File: config.mk
export PLATFORM = sky130hd
export DESIGN_NAME = json_string_unescaper
export DESIGN_NICKNAME = d
export VERILOG_FILES = /design/src/rtl/core/jsu_pkg.sv /design/src/rtl/core/jsu_decode.sv /design/src/rtl/core/jsu_obuf.sv /design/src/rtl/core/json_string_unescaper.sv
export SDC_FILE = /design/constraint.sdc
export NUM_CORES = 1
export LEC_CHECK = 0
export ABC_AREA = 1
export BUFFER_PORTS_ARGS = -buffer_cell sky130_fd_sc_hd__buf_2
export CAP_MARGIN = 0
export CORE_MARGIN = 2
export CORE_UTILIZATION = 60
export CTS_CLUSTER_SIZE = 10
export DETAILED_ROUTE_END_ITERATION = 8
export PLACE_DENSITY = 0.85
export SLEW_MARGIN = 20
export SYNTH_ARGS = -nofsm -noshare
export SYNTH_HDL_FRONTEND = slang
export SYNTH_SLANG_ARGS = --single-unit
File: constraint.sdc
create_clock -name i_clk -period 14.7 [get_ports i_clk]
set_clock_uncertainty 0.05 [all_clocks]
set_input_delay 2.205 -clock i_clk [delete_from_list [all_inputs] [get_ports i_clk]]
set_output_delay 2.205 -clock i_clk [all_outputs]
set_load 0.01 [all_outputs]
File: src/rtl/core/jsu_pkg.sv
// Shared types, codes and helpers for the JSON string unescaper.
package jsu_pkg;

    // Decoder phase
    typedef enum logic [1:0] {
        PH_IDLE,
        PH_STR,
        PH_ESC,
        PH_HEX
    } t_phase;

    // Result kinds
    localparam logic [1:0] KIND_CHAR = 2'd0;
    localparam logic [1:0] KIND_DONE = 2'd1;
    localparam logic [1:0] KIND_ERR  = 2'd2;

    // Error codes
    localparam logic [2:0] ERR_EARLY_END  = 3'd0;
    localparam logic [2:0] ERR_NO_QUOTE   = 3'd1;
    localparam logic [2:0] ERR_BAD_HEX    = 3'd2;
    localparam logic [2:0] ERR_RANGE      = 3'd3;
    localparam logic [2:0] ERR_BAD_ESC    = 3'd4;
    localparam logic [2:0] ERR_CTRL_ESC   = 3'd5;
    localparam logic [2:0] ERR_RAW_CTRL   = 3'd6;

    // Register map (word index taken from paddr[2])
    localparam logic REG_CAPACITY = 1'b0;
    localparam logic [15:0] CAPACITY_RESET = 16'd256;

    // Characters
    localparam logic [7:0] CH_QUOTE  = 8'h22;
    localparam logic [7:0] CH_BSLASH = 8'h5C;
    localparam logic [7:0] CH_SLASH  = 8'h2F;
    localparam logic [7:0] CH_SPACE  = 8'h20;
    localparam logic [7:0] CH_TAB    = 8'h09;
    localparam logic [7:0] CH_CR     = 8'h0D;
    localparam logic [7:0] CH_DEL    = 8'h7F;
    localparam logic [7:0] CH_LOW_B  = 8'h62;
    localparam logic [7:0] CH_LOW_F  = 8'h66;
    localparam logic [7:0] CH_LOW_N  = 8'h6E;
    localparam logic [7:0] CH_LOW_R  = 8'h72;
    localparam logic [7:0] CH_LOW_T  = 8'h74;
    localparam logic [7:0] CH_LOW_U  = 8'h75;
    localparam logic [15:0] CODE_MIN = 16'h0020;
    localparam logic [15:0] CODE_MAX = 16'h007E;

    // One result word
    typedef struct packed {
        logic [1:0]  kind;
        logic [7:0]  char_value;
        logic [15:0] length;
        logic [2:0]  error_code;
        logic        last;
    } t_result;

    // Output buffer occupancy
    typedef struct packed {
        logic out_valid;
        logic skid_valid;
    } t_obuf_status;

    // Hex digit decode: bit 4 marks a valid digit, bits 3:0 its value
    function automatic logic [4:0] hex_digit(input logic [7:0] c);
        logic [4:0] r;
        begin
            r = 5'd0;
            if (c >= 8'h30 && c <= 8'h39) begin
                r = {1'b1, 4'(c - 8'h30)};
            end else if (c >= 8'h41 && c <= 8'h46) begin
                r = {1'b1, 4'(c - 8'h41 + 8'd10)};
            end else if (c >= 8'h61 && c <= 8'h66) begin
                r = {1'b1, 4'(c - 8'h61 + 8'd10)};
            end
            return r;
        end
    endfunction

endpackage

File: src/rtl/core/jsu_decode.sv
// Input word register and per-byte string decoder state machine.
module jsu_decode
    import jsu_pkg::*;
(
    input  logic        i_clk,
    input  logic        i_rst_n,
    input  logic        i_in_valid,
    output logic        o_in_ready,
    input  logic [7:0]  i_in_byte,
    input  logic        i_in_eod,
    input  logic [15:0] i_capacity,
    input  logic        i_space,
    output logic        o_res_valid,
    output t_result     o_res
);

    logic        r_in_valid;
    logic [7:0]  r_in_byte;
    logic        r_in_eod;
    t_phase      r_phase, n_phase;
    logic [15:0] r_hex, n_hex;
    logic [1:0]  r_hex_cnt, n_hex_cnt;
    logic [15:0] r_emit_cnt, n_emit_cnt;

    logic        w_fire;
    logic        w_ws, w_quote, w_bslash, w_simple_esc, w_ctrl_esc, w_ctrl;
    logic [4:0]  w_hd;
    logic [15:0] w_hex_next;
    logic        w_hex_range_bad;
    logic        w_can_emit;

    // Process the held word when the output side has room
    assign w_fire     = r_in_valid && i_space;
    assign o_in_ready = !r_in_valid || w_fire;

    // Hold the input word
    always_ff @(posedge i_clk) begin
        if (!i_rst_n) begin
            r_in_valid <= 1'b0;
        end else if (o_in_ready) begin
            r_in_valid <= i_in_valid;
        end
        if (o_in_ready && i_in_valid) begin
            r_in_byte <= i_in_byte;
            r_in_eod  <= i_in_eod;
        end
    end

    // Byte classes
    assign w_ws         = (r_in_byte == CH_SPACE) ||
                          (r_in_byte >= CH_TAB && r_in_byte <= CH_CR);
    assign w_quote      = (r_in_byte == CH_QUOTE);
    assign w_bslash     = (r_in_byte == CH_BSLASH);
    assign w_simple_esc = w_quote || w_bslash || (r_in_byte == CH_SLASH);
    assign w_ctrl_esc   = (r_in_byte == CH_LOW_B) || (r_in_byte == CH_LOW_F) ||
                          (r_in_byte == CH_LOW_N) || (r_in_byte == CH_LOW_R) ||
                          (r_in_byte == CH_LOW_T);
    assign w_ctrl       = (r_in_byte < CH_SPACE) || (r_in_byte == CH_DEL);
    assign w_hd         = hex_digit(r_in_byte);
    assign w_hex_next   = {r_hex[11:0], w_hd[3:0]};
    assign w_hex_range_bad = (w_hex_next < CODE_MIN) || (w_hex_next > CODE_MAX);
    assign w_can_emit   = ({1'b0, r_emit_cnt} + 17'd1) < {1'b0, i_capacity};

    // Next phase
    always_comb begin
        n_phase = r_phase;
        if (w_fire) begin
            if (r_in_eod) begin
                n_phase = PH_IDLE;
            end else begin
                case (r_phase)
                    PH_IDLE: begin
                        if (!w_ws && w_quote) n_phase = PH_STR;
                    end
                    PH_STR: begin
                        if (w_quote) n_phase = PH_IDLE;
                        else if (w_bslash) n_phase = PH_ESC;
                        else if (w_ctrl) n_phase = PH_IDLE;
                    end
                    PH_ESC: begin
                        if (w_simple_esc) n_phase = PH_STR;
                        else if (r_in_byte == CH_LOW_U && !w_ctrl_esc) n_phase = PH_HEX;
                        else n_phase = PH_IDLE;
                    end
                    PH_HEX: begin
                        if (!w_hd[4]) n_phase = PH_IDLE;
                        else if (r_hex_cnt == 2'd3) begin
                            n_phase = w_hex_range_bad ? PH_IDLE : PH_STR;
                        end
                    end
                    default: n_phase = PH_IDLE;
                endcase
            end
        end
    end

    // Counters and result
    always_comb begin
        n_hex       = r_hex;
        n_hex_cnt   = r_hex_cnt;
        n_emit_cnt  = r_emit_cnt;
        o_res_valid = 1'b0;
        o_res       = '0;
        if (w_fire) begin
            if (r_in_eod) begin
                o_res_valid = 1'b1;
                o_res.kind = KIND_ERR; o_res.error_code = ERR_EARLY_END; o_res.last = 1'b1;
            end else begin
                case (r_phase)
                    PH_IDLE: begin
                        if (w_quote) begin
                            n_emit_cnt = '0;
                        end else if (!w_ws) begin
                            o_res_valid = 1'b1;
                            o_res.kind = KIND_ERR; o_res.error_code = ERR_NO_QUOTE;
                            o_res.last = 1'b1;
                        end
                    end
                    PH_STR: begin
                        if (w_quote) begin
                            o_res_valid = 1'b1;
                            o_res.kind = KIND_DONE; o_res.length = r_emit_cnt;
                            o_res.last = 1'b1;
                        end else if (w_bslash) begin
                            n_emit_cnt = r_emit_cnt;
                        end else if (w_ctrl) begin
                            o_res_valid = 1'b1;
                            o_res.kind = KIND_ERR; o_res.error_code = ERR_RAW_CTRL;
                            o_res.last = 1'b1;
                        end else if (w_can_emit) begin
                            n_emit_cnt = r_emit_cnt + 16'd1;
                            o_res_valid = 1'b1;
                            o_res.kind = KIND_CHAR; o_res.char_value = r_in_byte;
                        end
                    end
                    PH_ESC: begin
                        if (w_simple_esc) begin
                            if (w_can_emit) begin
                                n_emit_cnt = r_emit_cnt + 16'd1;
                                o_res_valid = 1'b1;
                                o_res.kind = KIND_CHAR; o_res.char_value = r_in_byte;
                            end
                        end else if (w_ctrl_esc) begin
                            o_res_valid = 1'b1;
                            o_res.kind = KIND_ERR; o_res.error_code = ERR_CTRL_ESC;
                            o_res.last = 1'b1;
                        end else if (r_in_byte == CH_LOW_U) begin
                            n_hex     = '0;
                            n_hex_cnt = '0;
                        end else begin
                            o_res_valid = 1'b1;
                            o_res.kind = KIND_ERR; o_res.error_code = ERR_BAD_ESC;
                            o_res.last = 1'b1;
                        end
                    end
                    PH_HEX: begin
                        if (!w_hd[4]) begin
                            o_res_valid = 1'b1;
                            o_res.kind = KIND_ERR; o_res.error_code = ERR_BAD_HEX;
                            o_res.last = 1'b1;
                        end else if (r_hex_cnt != 2'd3) begin
                            n_hex     = w_hex_next;
                            n_hex_cnt = r_hex_cnt + 2'd1;
                        end else if (w_hex_range_bad) begin
                            o_res_valid = 1'b1;
                            o_res.kind = KIND_ERR; o_res.error_code = ERR_RANGE;
                            o_res.last = 1'b1;
                        end else begin
                            n_hex     = '0;
                            n_hex_cnt = '0;
                            if (w_can_emit) begin
                                n_emit_cnt = r_emit_cnt + 16'd1;
                                o_res_valid = 1'b1;
                                o_res.kind = KIND_CHAR; o_res.char_value = w_hex_next[7:0];
                            end
                        end
                    end
                    default: begin
                        o_res_valid = 1'b0;
                    end
                endcase
            end
            // Any completion or error clears the counters
            if (o_res_valid && o_res.last) begin
                n_hex      = '0;
                n_hex_cnt  = '0;
                n_emit_cnt = '0;
            end
        end
    end

    // Advance decoder state
    always_ff @(posedge i_clk) begin
        if (!i_rst_n) begin
            r_phase    <= PH_IDLE;
            r_hex      <= '0;
            r_hex_cnt  <= '0;
            r_emit_cnt <= '0;
        end else begin
            r_phase    <= n_phase;
            r_hex      <= n_hex;
            r_hex_cnt  <= n_hex_cnt;
            r_emit_cnt <= n_emit_cnt;
        end
    end

endmodule

File: src/rtl/core/jsu_obuf.sv
// Result register with a skid stage toward the output stream.
module jsu_obuf
    import jsu_pkg::*;
(
    input  logic         i_clk,
    input  logic         i_rst_n,
    input  logic         i_push,
    input  t_result      i_data,
    output logic         o_space,
    output t_obuf_status o_status,
    output logic         o_valid,
    input  logic         i_ready,
    output t_result      o_data
);

    logic    r_out_valid, r_skid_valid;
    t_result r_out, r_skid;
    logic    w_pop, w_out_free;

    assign w_pop      = r_out_valid && i_ready;
    assign w_out_free = !r_out_valid || w_pop;
    assign o_space    = !r_skid_valid;
    assign o_valid    = r_out_valid;
    assign o_data     = r_out;
    assign o_status   = '{out_valid: r_out_valid, skid_valid: r_skid_valid};

    // Valid flags
    always_ff @(posedge i_clk) begin
        if (!i_rst_n) begin
            r_out_valid  <= 1'b0;
            r_skid_valid <= 1'b0;
        end else if (w_out_free) begin
            r_out_valid  <= r_skid_valid || i_push;
            r_skid_valid <= r_skid_valid && i_push;
        end else if (i_push) begin
            r_skid_valid <= 1'b1;
        end
    end

    // Move words: skid drains into the output register first
    always_ff @(posedge i_clk) begin
        if (w_out_free) begin
            if (r_skid_valid) begin
                r_out <= r_skid;
                if (i_push) r_skid <= i_data;
            end else if (i_push) begin
                r_out <= i_data;
            end
        end else if (i_push) begin
            r_skid <= i_data;
        end
    end

endmodule

File: src/rtl/core/json_string_unescaper.sv
// A word accepted on s_axis is held in the input register, decoded, and its result is registered
// in the result register, or first in the skid stage behind it, before it shows on m_axis.
// Throughput: one input word per cycle; the input register stalls only while the
// result register and its skid stage are both full.
// Reset: synchronous, active low; decoder returns to idle with counters cleared,
// capacity returns to 256, no result pending.
// Top level: APB register, byte decoder and result buffer.
module json_string_unescaper
    import jsu_pkg::*;
(
    input  logic        i_clk,
    input  logic        i_rst_n,
    input  logic        s_axis_tvalid,
    output logic        s_axis_tready,
    input  logic [7:0]  s_axis_tdata,   // [7:0] byte_in
    input  logic        s_axis_tuser,   // [0] end_of_data
    output logic        m_axis_tvalid,
    input  logic        m_axis_tready,
    output logic [31:0] m_axis_tdata,   // [7:0] char_value, [23:8] length, [26:24] error_code
    output logic [1:0]  m_axis_tuser,   // [1:0] kind
    output logic        m_axis_tlast,   // last
    input  logic        psel,
    input  logic        penable,
    input  logic        pwrite,
    input  logic [2:0]  paddr,
    input  logic [31:0] pwdata,
    output logic [31:0] prdata,
    output logic        pready
);

    logic [15:0]  r_capacity;
    logic         w_space, w_res_valid;
    t_result      w_res, w_out;
    t_obuf_status w_status;

    // Configuration register
    assign pready = 1'b1;
    assign prdata = (paddr[2] == REG_CAPACITY) ? {16'd0, r_capacity} : 32'd0;

    always_ff @(posedge i_clk) begin
        if (!i_rst_n) begin
            r_capacity <= CAPACITY_RESET;
        end else if (psel && penable && pwrite && pready && paddr[2] == REG_CAPACITY) begin
            r_capacity <= pwdata[15:0];
        end
    end

    jsu_decode u_decode (
        .i_clk       (i_clk),
        .i_rst_n     (i_rst_n),
        .i_in_valid  (s_axis_tvalid),
        .o_in_ready  (s_axis_tready),
        .i_in_byte   (s_axis_tdata),
        .i_in_eod    (s_axis_tuser),
        .i_capacity  (r_capacity),
        .i_space     (w_space),
        .o_res_valid (w_res_valid),
        .o_res       (w_res)
    );

    jsu_obuf u_obuf (
        .i_clk    (i_clk),
        .i_rst_n  (i_rst_n),
        .i_push   (w_res_valid),
        .i_data   (w_res),
        .o_space  (w_space),
        .o_status (w_status),
        .o_valid  (m_axis_tvalid),
        .i_ready  (m_axis_tready),
        .o_data   (w_out)
    );

    // Pack the result word
    assign m_axis_tdata = {5'd0, w_out.error_code, w_out.length, w_out.char_value};
    assign m_axis_tuser = w_out.kind;
    assign m_axis_tlast = w_out.last;

`ifndef NO_ASSERTIONS
    // Skid stage only fills behind a held output word
    a_skid_behind_out: assert property (@(posedge i_clk) disable iff (!i_rst_n)
        w_status.skid_valid |-> w_status.out_valid)
        else $error("skid word without output word");

    // Characters never close a string; completions and errors always do
    a_last_kind: assert property (@(posedge i_clk) disable iff (!i_rst_n)
        m_axis_tvalid |-> (m_axis_tlast == (m_axis_tuser != KIND_CHAR)))
        else $error("tlast does not match kind");

    // Reported length is zero or stays below capacity
    a_len_cap: assert property (@(posedge i_clk) disable iff (!i_rst_n)
        (m_axis_tvalid && m_axis_tuser == KIND_DONE) |->
        (m_axis_tdata[23:8] == 16'd0 || m_axis_tdata[23:8] < r_capacity))
        else $error("completion length exceeds capacity");
`endif

endmodule
==> summary.md, run 1 <==
| Metric | Value |
|---|---|
| Ys async rst share | `0%` |
| NumNets Final | `969` |
| Hpwl dp | `9730 um` |
| Register area share after synthesis | `46.7%` |
| Synth-to-Final Area Change | `13.8%` |
| Count leader, synth | `nand2_1` |
| CTS tree | `built` |
| CTS Root Cell | `clkbuf_8` |
| Final max-slew violation count | `0` |
| CTS Sinks | `120` |
| DRC | `0` |
| Synth top area cells | `edfxtp_1 (31%), dfxtp_1 (15%), nand2_1 (9.7%)` |
| Number of H-tree levels | `4` |
| Met2 routed WL | `6230 um` |
| I/O pin count | `121` |
| Final setup viols | `0` |
| Die extent in y | `109 um` |
| MaxCap Viol Count | `0` |
| Dominant cell type by area after synthesis | `edfxtp_1` |
| Vias in the first global route | `4801` |
| Total power | `834 uW` |
| Total grt overflow | `0` |
| Setup TNS | `0 ns` |
| CP arrival | `5.39 ns` |
| Worst-path clk slew | `0.06 ns` |
| Port Buf Inserts | `80` |
| Leakage | `0.00330 uW` |
| Uppermost layer routed | `met4` |
| Mapped Area | `0.00663 mm^2` |
| Synth top cells by count | `nand2_1 (171), nor2_1 (124), inv_1 (111)` |
| GP Congestion | `0.936` |
| Status | `complete, no violations` |
| Largest net degree at the start of global routing | `47` |
| Share of layout cells above drive strength 1 | `18.2%` |
| RSZ-0062 raised after global routing | `no` |
| Power density cells | `111 mW/mm^2` |
| Top-area cell type share of the netlist area | `31.3%` |
| Total setup buffers inserted after CTS | `0` |
| Cell count after synthesis | `824` |
| Fin crit period | `5.22 ns` |
| Avg Inst Size Synth | `8.04 um^2` |
| Largest fanout on the critical path | `16` |
| Worst Hold Class | `reg -> reg` |
| Routed length on met3 | `998 um` |
| Slew HR | `42.5%` |
| Worst slew pin tran | `0.861 ns` |
| Die X | `109 um` |
| Peak supply drop | `78.3 uV` |
| Crit end category | `register` |
| Die area | `0.0119 mm^2` |
| Final period util | `35.5%` |
| Clock Latency Late Sink | `0.53 ns` |
| Crit path kind | `reg -> reg` |
| Vias per inst | `5.20` |
| Crit start category | `register` |
| Rows | `38` |
| Final ANT Viol Nets | `0` |
| DR pass1 iterations | `5` |
| Syn. warnings | `0` |
| Netlist cell types | `44` |
| N_diodes | `0` |
| Primary FF master, synth | `edfxtp_1` |
| Fmax | `191 MHz` |
| Starting Density | `61.4%` |
| Gr usage total | `24.5%` |
| Initial antenna violation count | `0` |
| Met1 WL | `6510 um` |
| Number of synthesized flops with an enable pin | `69` |
| Vias post-DR | `5452` |
| First-pass GRT wire length | `22700 um` |
| Cts bufs inserted | `17` |
| Clock Tree Buf Depth | `2` |
| Required time worst endpoint | `14.87 ns` |
| Core box area | `0.0108 mm^2` |
| Wire per inst | `13.3 um` |
| FF+latch count, synth | `120` |
| First DRT Iteration DRCs | `580` |
| Final hold vios | `0` |
| Routed WL | `14000 um` |
| Post-CTS Resized | `0` |
| Hold_buf cts | `0` |
registers in the layout, summed over array words and instances, names as in the netlist:
register,flops
u_decode.r_in_eod,1
u_decode.r_hex,12
u_decode.r_emit_cnt,16
r_capacity,16
u_decode.r_phase,2
u_decode.r_hex_cnt,2
u_decode.r_in_byte,8
u_obuf.r_skid_valid,1
u_decode.r_in_valid,1
u_obuf.r_skid,30
u_obuf.o_data,30
u_obuf.o_valid,1
layout make-up:
class	count	area [um^2]
flip-flops and latches	120	3090
fillers	857	3260
well taps	140	175
clock buffers	18	418
repair buffers	82	415
multi-input cells	555	2860
inverters	120	450
clock inverters	14	125
layer usage:
metal	track usage [%]	up-vias
li1	-	2743
met2	36.1	231
met3	5.50	24
met4	8.15	0
met1	35.7	2454
met5	0	-
critical path: stages, from the launching register on:
cell	delay, ns
dfxtp_1	0.38
inv_1	0.13
nor3_1	0.36
nand3_1	0.17
nor2_1	0.16
inv_1	0.07
nor3_1	0.29
nand2_1	0.11
nor3_1	0.30
nand2_1	0.11
xor2_1	0.27
inv_1	0.09
ha_1	0.27
nand2_1	0.06
inv_1	0.05
nand4_1	0.10
nor2_1	0.05
nor2_1	0.27
nand2_1	0.08
nand2_1	0.09
o21ai_0	0.13
nand4_1	0.12
nand2_1	0.05
nand2_1	0.06
nand2_1	0.11
nor2_2	0.60
buf_4	0.37
cells by family after synthesis:
group	Yosys count	share of synthesized area, %
AND/OR/NAND/NOR	378	25.7
other	2	0.113
buffers and inverters	169	11.4
adder cells (fa/ha/maj)	22	4.15
XOR/XNOR	12	1.59
AO/OA/AOI/OAI	121	10.3
flip-flops	120	46.7
through the flow:
stage	std cells	hold slack [ns]	worst slack, ns	util [%]	area (um^2)
floorplan	844	0.395	9.62	-	6700
global placement	1017	0.425	9.61	64.8	6990
detailed placement	1017	0.431	9.59	64.8	6990
CTS	1049	0.446	9.54	69.8	7530
global route	1049	0.467	9.02	69.8	7540
finish	1049	0.445	9.48	69.8	7540
cells in the final DEF, fill, tap and decap left out, types with 16 or more instances in the layout:
cell,n
a21oi_1,47
buf_2,80
clkbuf_16,16
conb_1,22
dfxtp_1,50
edfxtp_1,69
ha_1,22
inv_1,111
nand2_1,171
nand3_1,24
nor2_1,123
o21ai_0,52
worst paths after layout:
check | cells after the start | start | end | slack [ns]
worst max-delay path | 26 | u_decode.r_emit_cnt[0] | u_obuf.r_skid[13] | 9.48
worst min-delay path | 2 | u_decode.r_hex[4] | u_decode.r_hex[8] | 0.44
worst max register to register | 26 | u_decode.r_emit_cnt[0] | u_obuf.r_skid[13] | 9.48
worst min register to register | 2 | u_decode.r_hex[4] | u_decode.r_hex[8] | 0.44
report_power, final:
group | switching (uW) | internal (uW)
Sequential | 8.66 | 367
Clock | 157 | 225
Combinational | 50.7 | 26.0
Power figures use the tool's default switching activity.
==> run 2: changes to the inputs <==
CORE_UTILIZATION = 51   (was 60)
PLACE_DENSITY = 0.77   (was 0.85)
clock period = 4.6 ns   (was 14.7 ns; I/O delays follow)
==> summary.md, run 2 (synthesis gave the netlist of run 1 again) <==
| Metric | Value |
|---|---|
| Status | `complete, no violations` |
| N_diodes | `0` |
| First DRT Iteration DRCs | `430` |
| Number of H-tree levels | `4` |
| RSZ-0062 raised after global routing | `no` |
| Largest net degree at the start of global routing | `47` |
| Placed cells | `1050` |
| Setup TNS | `0 ns` |
| CTS Sinks | `120` |
| Total setup buffers inserted after CTS | `0` |
| Worst path max stage delay | `0.41 ns` |
| Largest fanout on the critical path | `30` |
| Crit path top cell by count | `nand2_1` |
| Slew HR | `44.3%` |
| DP Area | `0.00705 mm^2` |
| Cells on worst reg2reg path | `26` |
| DRC | `0` |
| Required time worst endpoint | `4.66 ns` |
| Die area | `0.0139 mm^2` |
| Starting Density | `52.3%` |
| Vias in the first global route | `4794` |
| Hpwl dp | `9550 um` |
| CP arrival | `4.11 ns` |
| Crit end category | `register` |
| Post-layout util | `60.4%` |
| Initial antenna violation count | `0` |
| Worst slew pin tran | `0.836 ns` |
| RR Startpoint | `u_decode.r_emit_cnt[0]` |
| Final max-slew violation count | `0` |
| MaxCap Viol Count | `0` |
| Post-CTS Resized | `0` |
| Multi-input combinational cell area | `0.00288 mm^2` |
| Sequential Power Share | `43.8%` |
| Wire per inst | `12.6 um` |
| Rows | `41` |
| Peak supply drop | `182 uV` |
| Fin crit period | `4.05 ns` |
| Logic pwr share | `9.0%` |
| Share of layout cells above drive strength 1 | `18.7%` |
| Cts bufs inserted | `17` |
| Switch share | `24.8%` |
| CTS tree | `built` |
| CTS Root Cell | `clkbuf_16` |
| Crit. Startpoint | `u_decode.r_emit_cnt[0]` |
| Synth-to-Final Area Change | `15.5%` |
| CP max-delay cell | `dfxtp_1` |
| Worst Hold Class | `in -> reg` |
| Fillers | `1126` |
| Hold_buf cts | `0` |
| Port Buf Inserts | `80` |
| Internal power | `2060 uW` |
| GP Congestion | `0.913` |
| Crit start category | `register` |
| Psw | `679 uW` |
| NumNets Final | `970` |
| Worst Hold Path EP | `u_decode.r_in_byte[3]` |
| Non-Filler Instances | `1082` |
| Reg-to-Reg End | `u_obuf.o_data[24]` |
| Clock Tree Buf Depth | `2` |
| Hold slack | `0.405 ns` |
| Final hold vios | `0` |
| R2r setup slk | `0.55 ns` |
| Total grt overflow | `0` |
| Core box area | `0.0127 mm^2` |
| Gr usage total | `20.4%` |
| Reg area | `0.00309 mm^2` |
| Die extent in y | `118 um` |
| Final period util | `88.0%` |
| Power density cells | `358 mW/mm^2` |
| Finished Cell Area | `0.00765 mm^2` |
| DR pass1 iterations | `5` |
| Final ANT Viol Nets | `0` |
| Leakage | `0.00333 uW` |
| Clock Latency Late Sink | `0.41 ns` |
| Crit path kind | `reg -> reg` |
| Fmax | `247 MHz` |
| Hold_sp | `s_axis_tdata[3]` |
| Vias post-DR | `5281` |
| Final setup viols | `0` |
| Routed WL | `13700 um` |
| I/O pin count | `121` |
| Cells on Worst Hold Path | `1` |
| Most common cell after layout, fill and taps aside | `nand2_1` |
| Die X | `118 um` |
| Vias per inst | `4.88` |
| Most frequent cells in the layout | `nand2_1 (171), nor2_1 (122), inv_1 (111)` |
| Power share of the clock group | `47.2%` |
| Worst-path clk slew | `0.06 ns` |
| First-pass GRT wire length | `22900 um` |
## run 2: critical path, delay by kind of cell (launching register included)
| kind | cells | cell delay (ns) |
|---|---|---|
| XOR/XNOR | 1 | 0.23 |
| flip-flops | 1 | 0.41 |
| AO/OA/AOI/OAI | 2 | 0.30 |
| AND/OR/NAND/NOR | 17 | 1.94 |
| adder cells (fa/ha/maj) | 1 | 0.27 |
| buffers and inverters | 5 | 0.55 |
## run 2: metrics by stage
step | worst slack [ns] | total power (uW)
after floorplan | 0.300 | 1410
after global placement | 0.259 | 1460
after detailed placement | 0.220 | 1460
after CTS | 0.186 | 2750
after global routing | 0.0971 | 2840
final | 0.550 | 2740
## run 2: per-layer routing
metal | global-route usage [%] | routed length [um]
met5 | 0 | 0
met3 | 4.22 | 848
met4 | 7.98 | 231
met2 | 30.3 | 6010
met1 | 29.1 | 6560
## run 2: cell type report
| type | instances | share of cell area (%) |
|---|---|---|
| multi-input combinational | 555 | 37.6 |
| clock buffer | 18 | 5.61 |
| tap | 172 | 2.81 |
| clock inverter | 14 | 1.96 |
| inverter | 120 | 5.89 |
| sequential | 120 | 40.4 |
| timing repair buffer | 83 | 5.69 |
## run 2: how the worst max path moves through the flow
stage | to | slack (ns)
2_1_floorplan | u_obuf.o_data[0] | 0.30
3_3_place_gp | u_obuf.o_data[10] | 0.26
3_5_place_dp | u_obuf.o_data[10] | 0.22
4_1_cts | u_obuf.o_data[24] | 0.19
5_1_grt | u_obuf.o_data[24] | 0.1
6_report | u_obuf.o_data[24] | 0.55
## run 2: power by group through the flow
| stage | clock network, uW | logic, uW | registers (uW) |
|---|---|---|---|
| after global routing | 1350 | 281 | 1200 |
| after detailed placement | 0 | 241 | 1220 |
| after global placement | 0 | 235 | 1220 |
| after CTS | 1310 | 244 | 1200 |
| final | 1290 | 246 | 1200 |
| after floorplan | 0 | 188 | 1220 |
==> run 3: changes to the inputs <==
CORE_UTILIZATION = 56   (was 51)
PLACE_DENSITY = 0.8   (was 0.77)
clock period = 4.2 ns   (was 4.6 ns; I/O delays follow)
==> summary.md, run 3 (synthesis gave the netlist of run 1 again) <==
| Metric | Value |
|---|---|
| Status | `complete, no violations` |
| Die extent in y | `113 um` |
| Final hold vios | `0` |
| CTS Sinks | `120` |
| Starting Density | `57.8%` |
| Psw | `784 uW` |
| Clock Tree Buf Depth | `2` |
| DRC | `0` |
| Sequential Power Share | `43.9%` |
| Met2 routed WL | `6450 um` |
| Vias per inst | `5.18` |
| CP arrival | `4.00 ns` |
| Worst-path clk slew | `0.06 ns` |
| Peak supply drop | `279 uV` |
| Worst slew pin tran | `1.05 ns` |
| Setup TNS | `0 ns` |
| Routed WL | `14200 um` |
| Die X | `113 um` |
| Crit start category | `register` |
| Worst path max stage delay | `0.34 ns` |
| CTS Root Cell | `clkbuf_16` |
| Share of layout cells above drive strength 1 | `20.8%` |
| Met1 WL | `6550 um` |
| Port Buf Inserts | `80` |
| N_diodes | `0` |
| Slew HR | `30.0%` |
| Largest fanout on the critical path | `8` |
| Initial antenna violation count | `0` |
| Core box area | `0.0115 mm^2` |
| Final period util | `93.1%` |
| GP Congestion | `0.925` |
| Final setup viols | `0` |
| Most common cell after layout, fill and taps aside | `nand2_1` |
| Hold slack | `0.328 ns` |
| Vias in the first global route | `4800` |
| Fmax | `256 MHz` |
| Final max-slew violation count | `0` |
| Rows | `39` |
| Internal power | `2210 uW` |
| Cts bufs inserted | `17` |
| Synth-to-Final Area Change | `17.7%` |
| First DRT Iteration DRCs | `607` |
| CTS tree | `built` |
| First-pass GRT wire length | `22800 um` |
| NumNets Final | `981` |
| Most frequent cells in the layout | `nand2_1 (170), nor2_1 (121), inv_1 (108)` |
| Final ANT Viol Nets | `0` |
| Fillers | `946` |
| Largest net degree at the start of global routing | `47` |
| Uppermost layer routed | `met4` |
| Leakage | `0.00343 uW` |
| Hpwl dp | `9750 um` |
| Worst Hold Class | `in -> reg` |
| Power share of the clock group | `46.5%` |
| MaxCap Viol Count | `0` |
| Power density cells | `384 mW/mm^2` |
| DR pass1 iterations | `6` |
| Fin crit period | `3.91 ns` |
| CP max-delay cell | `dfxtp_1` |
| Vias post-DR | `5509` |
| DP Area | `0.00710 mm^2` |
| Finished Cell Area | `0.00780 mm^2` |
| Clock Latency Late Sink | `0.42 ns` |
| Switch share | `26.1%` |
| Gr usage total | `22.5%` |
| Die area | `0.0127 mm^2` |
| Logic pwr share | `9.6%` |
| I/O pin count | `121` |
| Number of H-tree levels | `4` |
| Crit end category | `register` |
| Total grt overflow | `0` |
| Wire per inst | `13.3 um` |
| Crit path kind | `reg -> reg` |
| Crit path top cell by count | `nand2_1` |
| Required time worst endpoint | `4.29 ns` |
| Routed length on met3 | `989 um` |
==> run 3: cell types whose count changed in the layout (fill, tap and decap cells not counted), moves of 3 or more <==
cell	before	now
nor2_4	7	10
buf_4	2	9
nand3_2	2	5
nand3_1	24	21
inv_1	111	108
inv_2	8	11
==> run 3: final cells by class <==
type | instances | area [um^2] | area share, %
Clock inverter | 15 | 141 | 1.81
Tap cell | 143 | 179 | 2.29
Timing Repair Buffer | 94 | 564 | 7.24
Multi-Input combinational cell | 555 | 2940 | 37.7
Sequential cell | 120 | 3100 | 39.7
Inverter | 120 | 450 | 5.78
Clock buffer | 17 | 425 | 5.45
==> run 3: final timing paths <==
| check | from | to | slack (ns) | depth (start not counted) |
|---|---|---|---|---|
| setup / recovery | u_decode.r_emit_cnt[0] | u_obuf.o_data[2] | 0.29 | 26 |
| hold / removal | s_axis_tdata[4] | u_decode.r_in_byte[4] | 0.33 | 1 |
| setup reg to reg | u_decode.r_emit_cnt[0] | u_obuf.o_data[2] | 0.29 | 26 |
| hold reg to reg | u_decode.r_hex[7] | u_decode.r_hex[11] | 0.44 | 2 |
==> run 3: repair_timing <==
item,in CTS,in global routing
buffers inserted,0,2
endpoints found under the hold margin,0,0
hold buffers,0,0
setup endpoints to repair,0,78
gates resized for setup,0,21
==> run 3: routing by layer <==
layer,GRT usage (%),vias to the layer above
met5,0,-
met4,7.24,0
met2,33.7,225
met1,32.4,2491
met3,5.52,17
li1,-,2776
==> run 3: worst max-delay path, delay by kind of cell, from the launching register on <==
kind / cells / cell delay [ns]
XOR/XNOR: 1 / 0.19
AND/OR/NAND/NOR: 17 / 1.94
flip-flops: 1 / 0.34
AO/OA/AOI/OAI: 2 / 0.36
adder cells (fa/ha/maj): 1 / 0.26
buffers and inverters: 5 / 0.46
==> run 3: power by group through the flow <==
stage	combinational (uW)	clock [uW]	sequential [uW]
after floorplan	207	0	1340
after global placement	263	0	1340
after detailed placement	269	0	1340
after CTS	273	1410	1310
after global routing	326	1470	1320
final	287	1390	1310
==> run 3: through the flow <==
step	std cells	setup slack, ns	utilization, %	power [uW]
2_1_floorplan	844	0.210	-	1540
3_3_place_gp	1028	0.103	61.9	1600
3_5_place_dp	1028	0.0118	61.9	1610
4_1_cts	1060	0.00249	66.9	2990
5_1_grt	1064	-0.109	68.0	3110
6_report	1064	0.289	68.0	3000
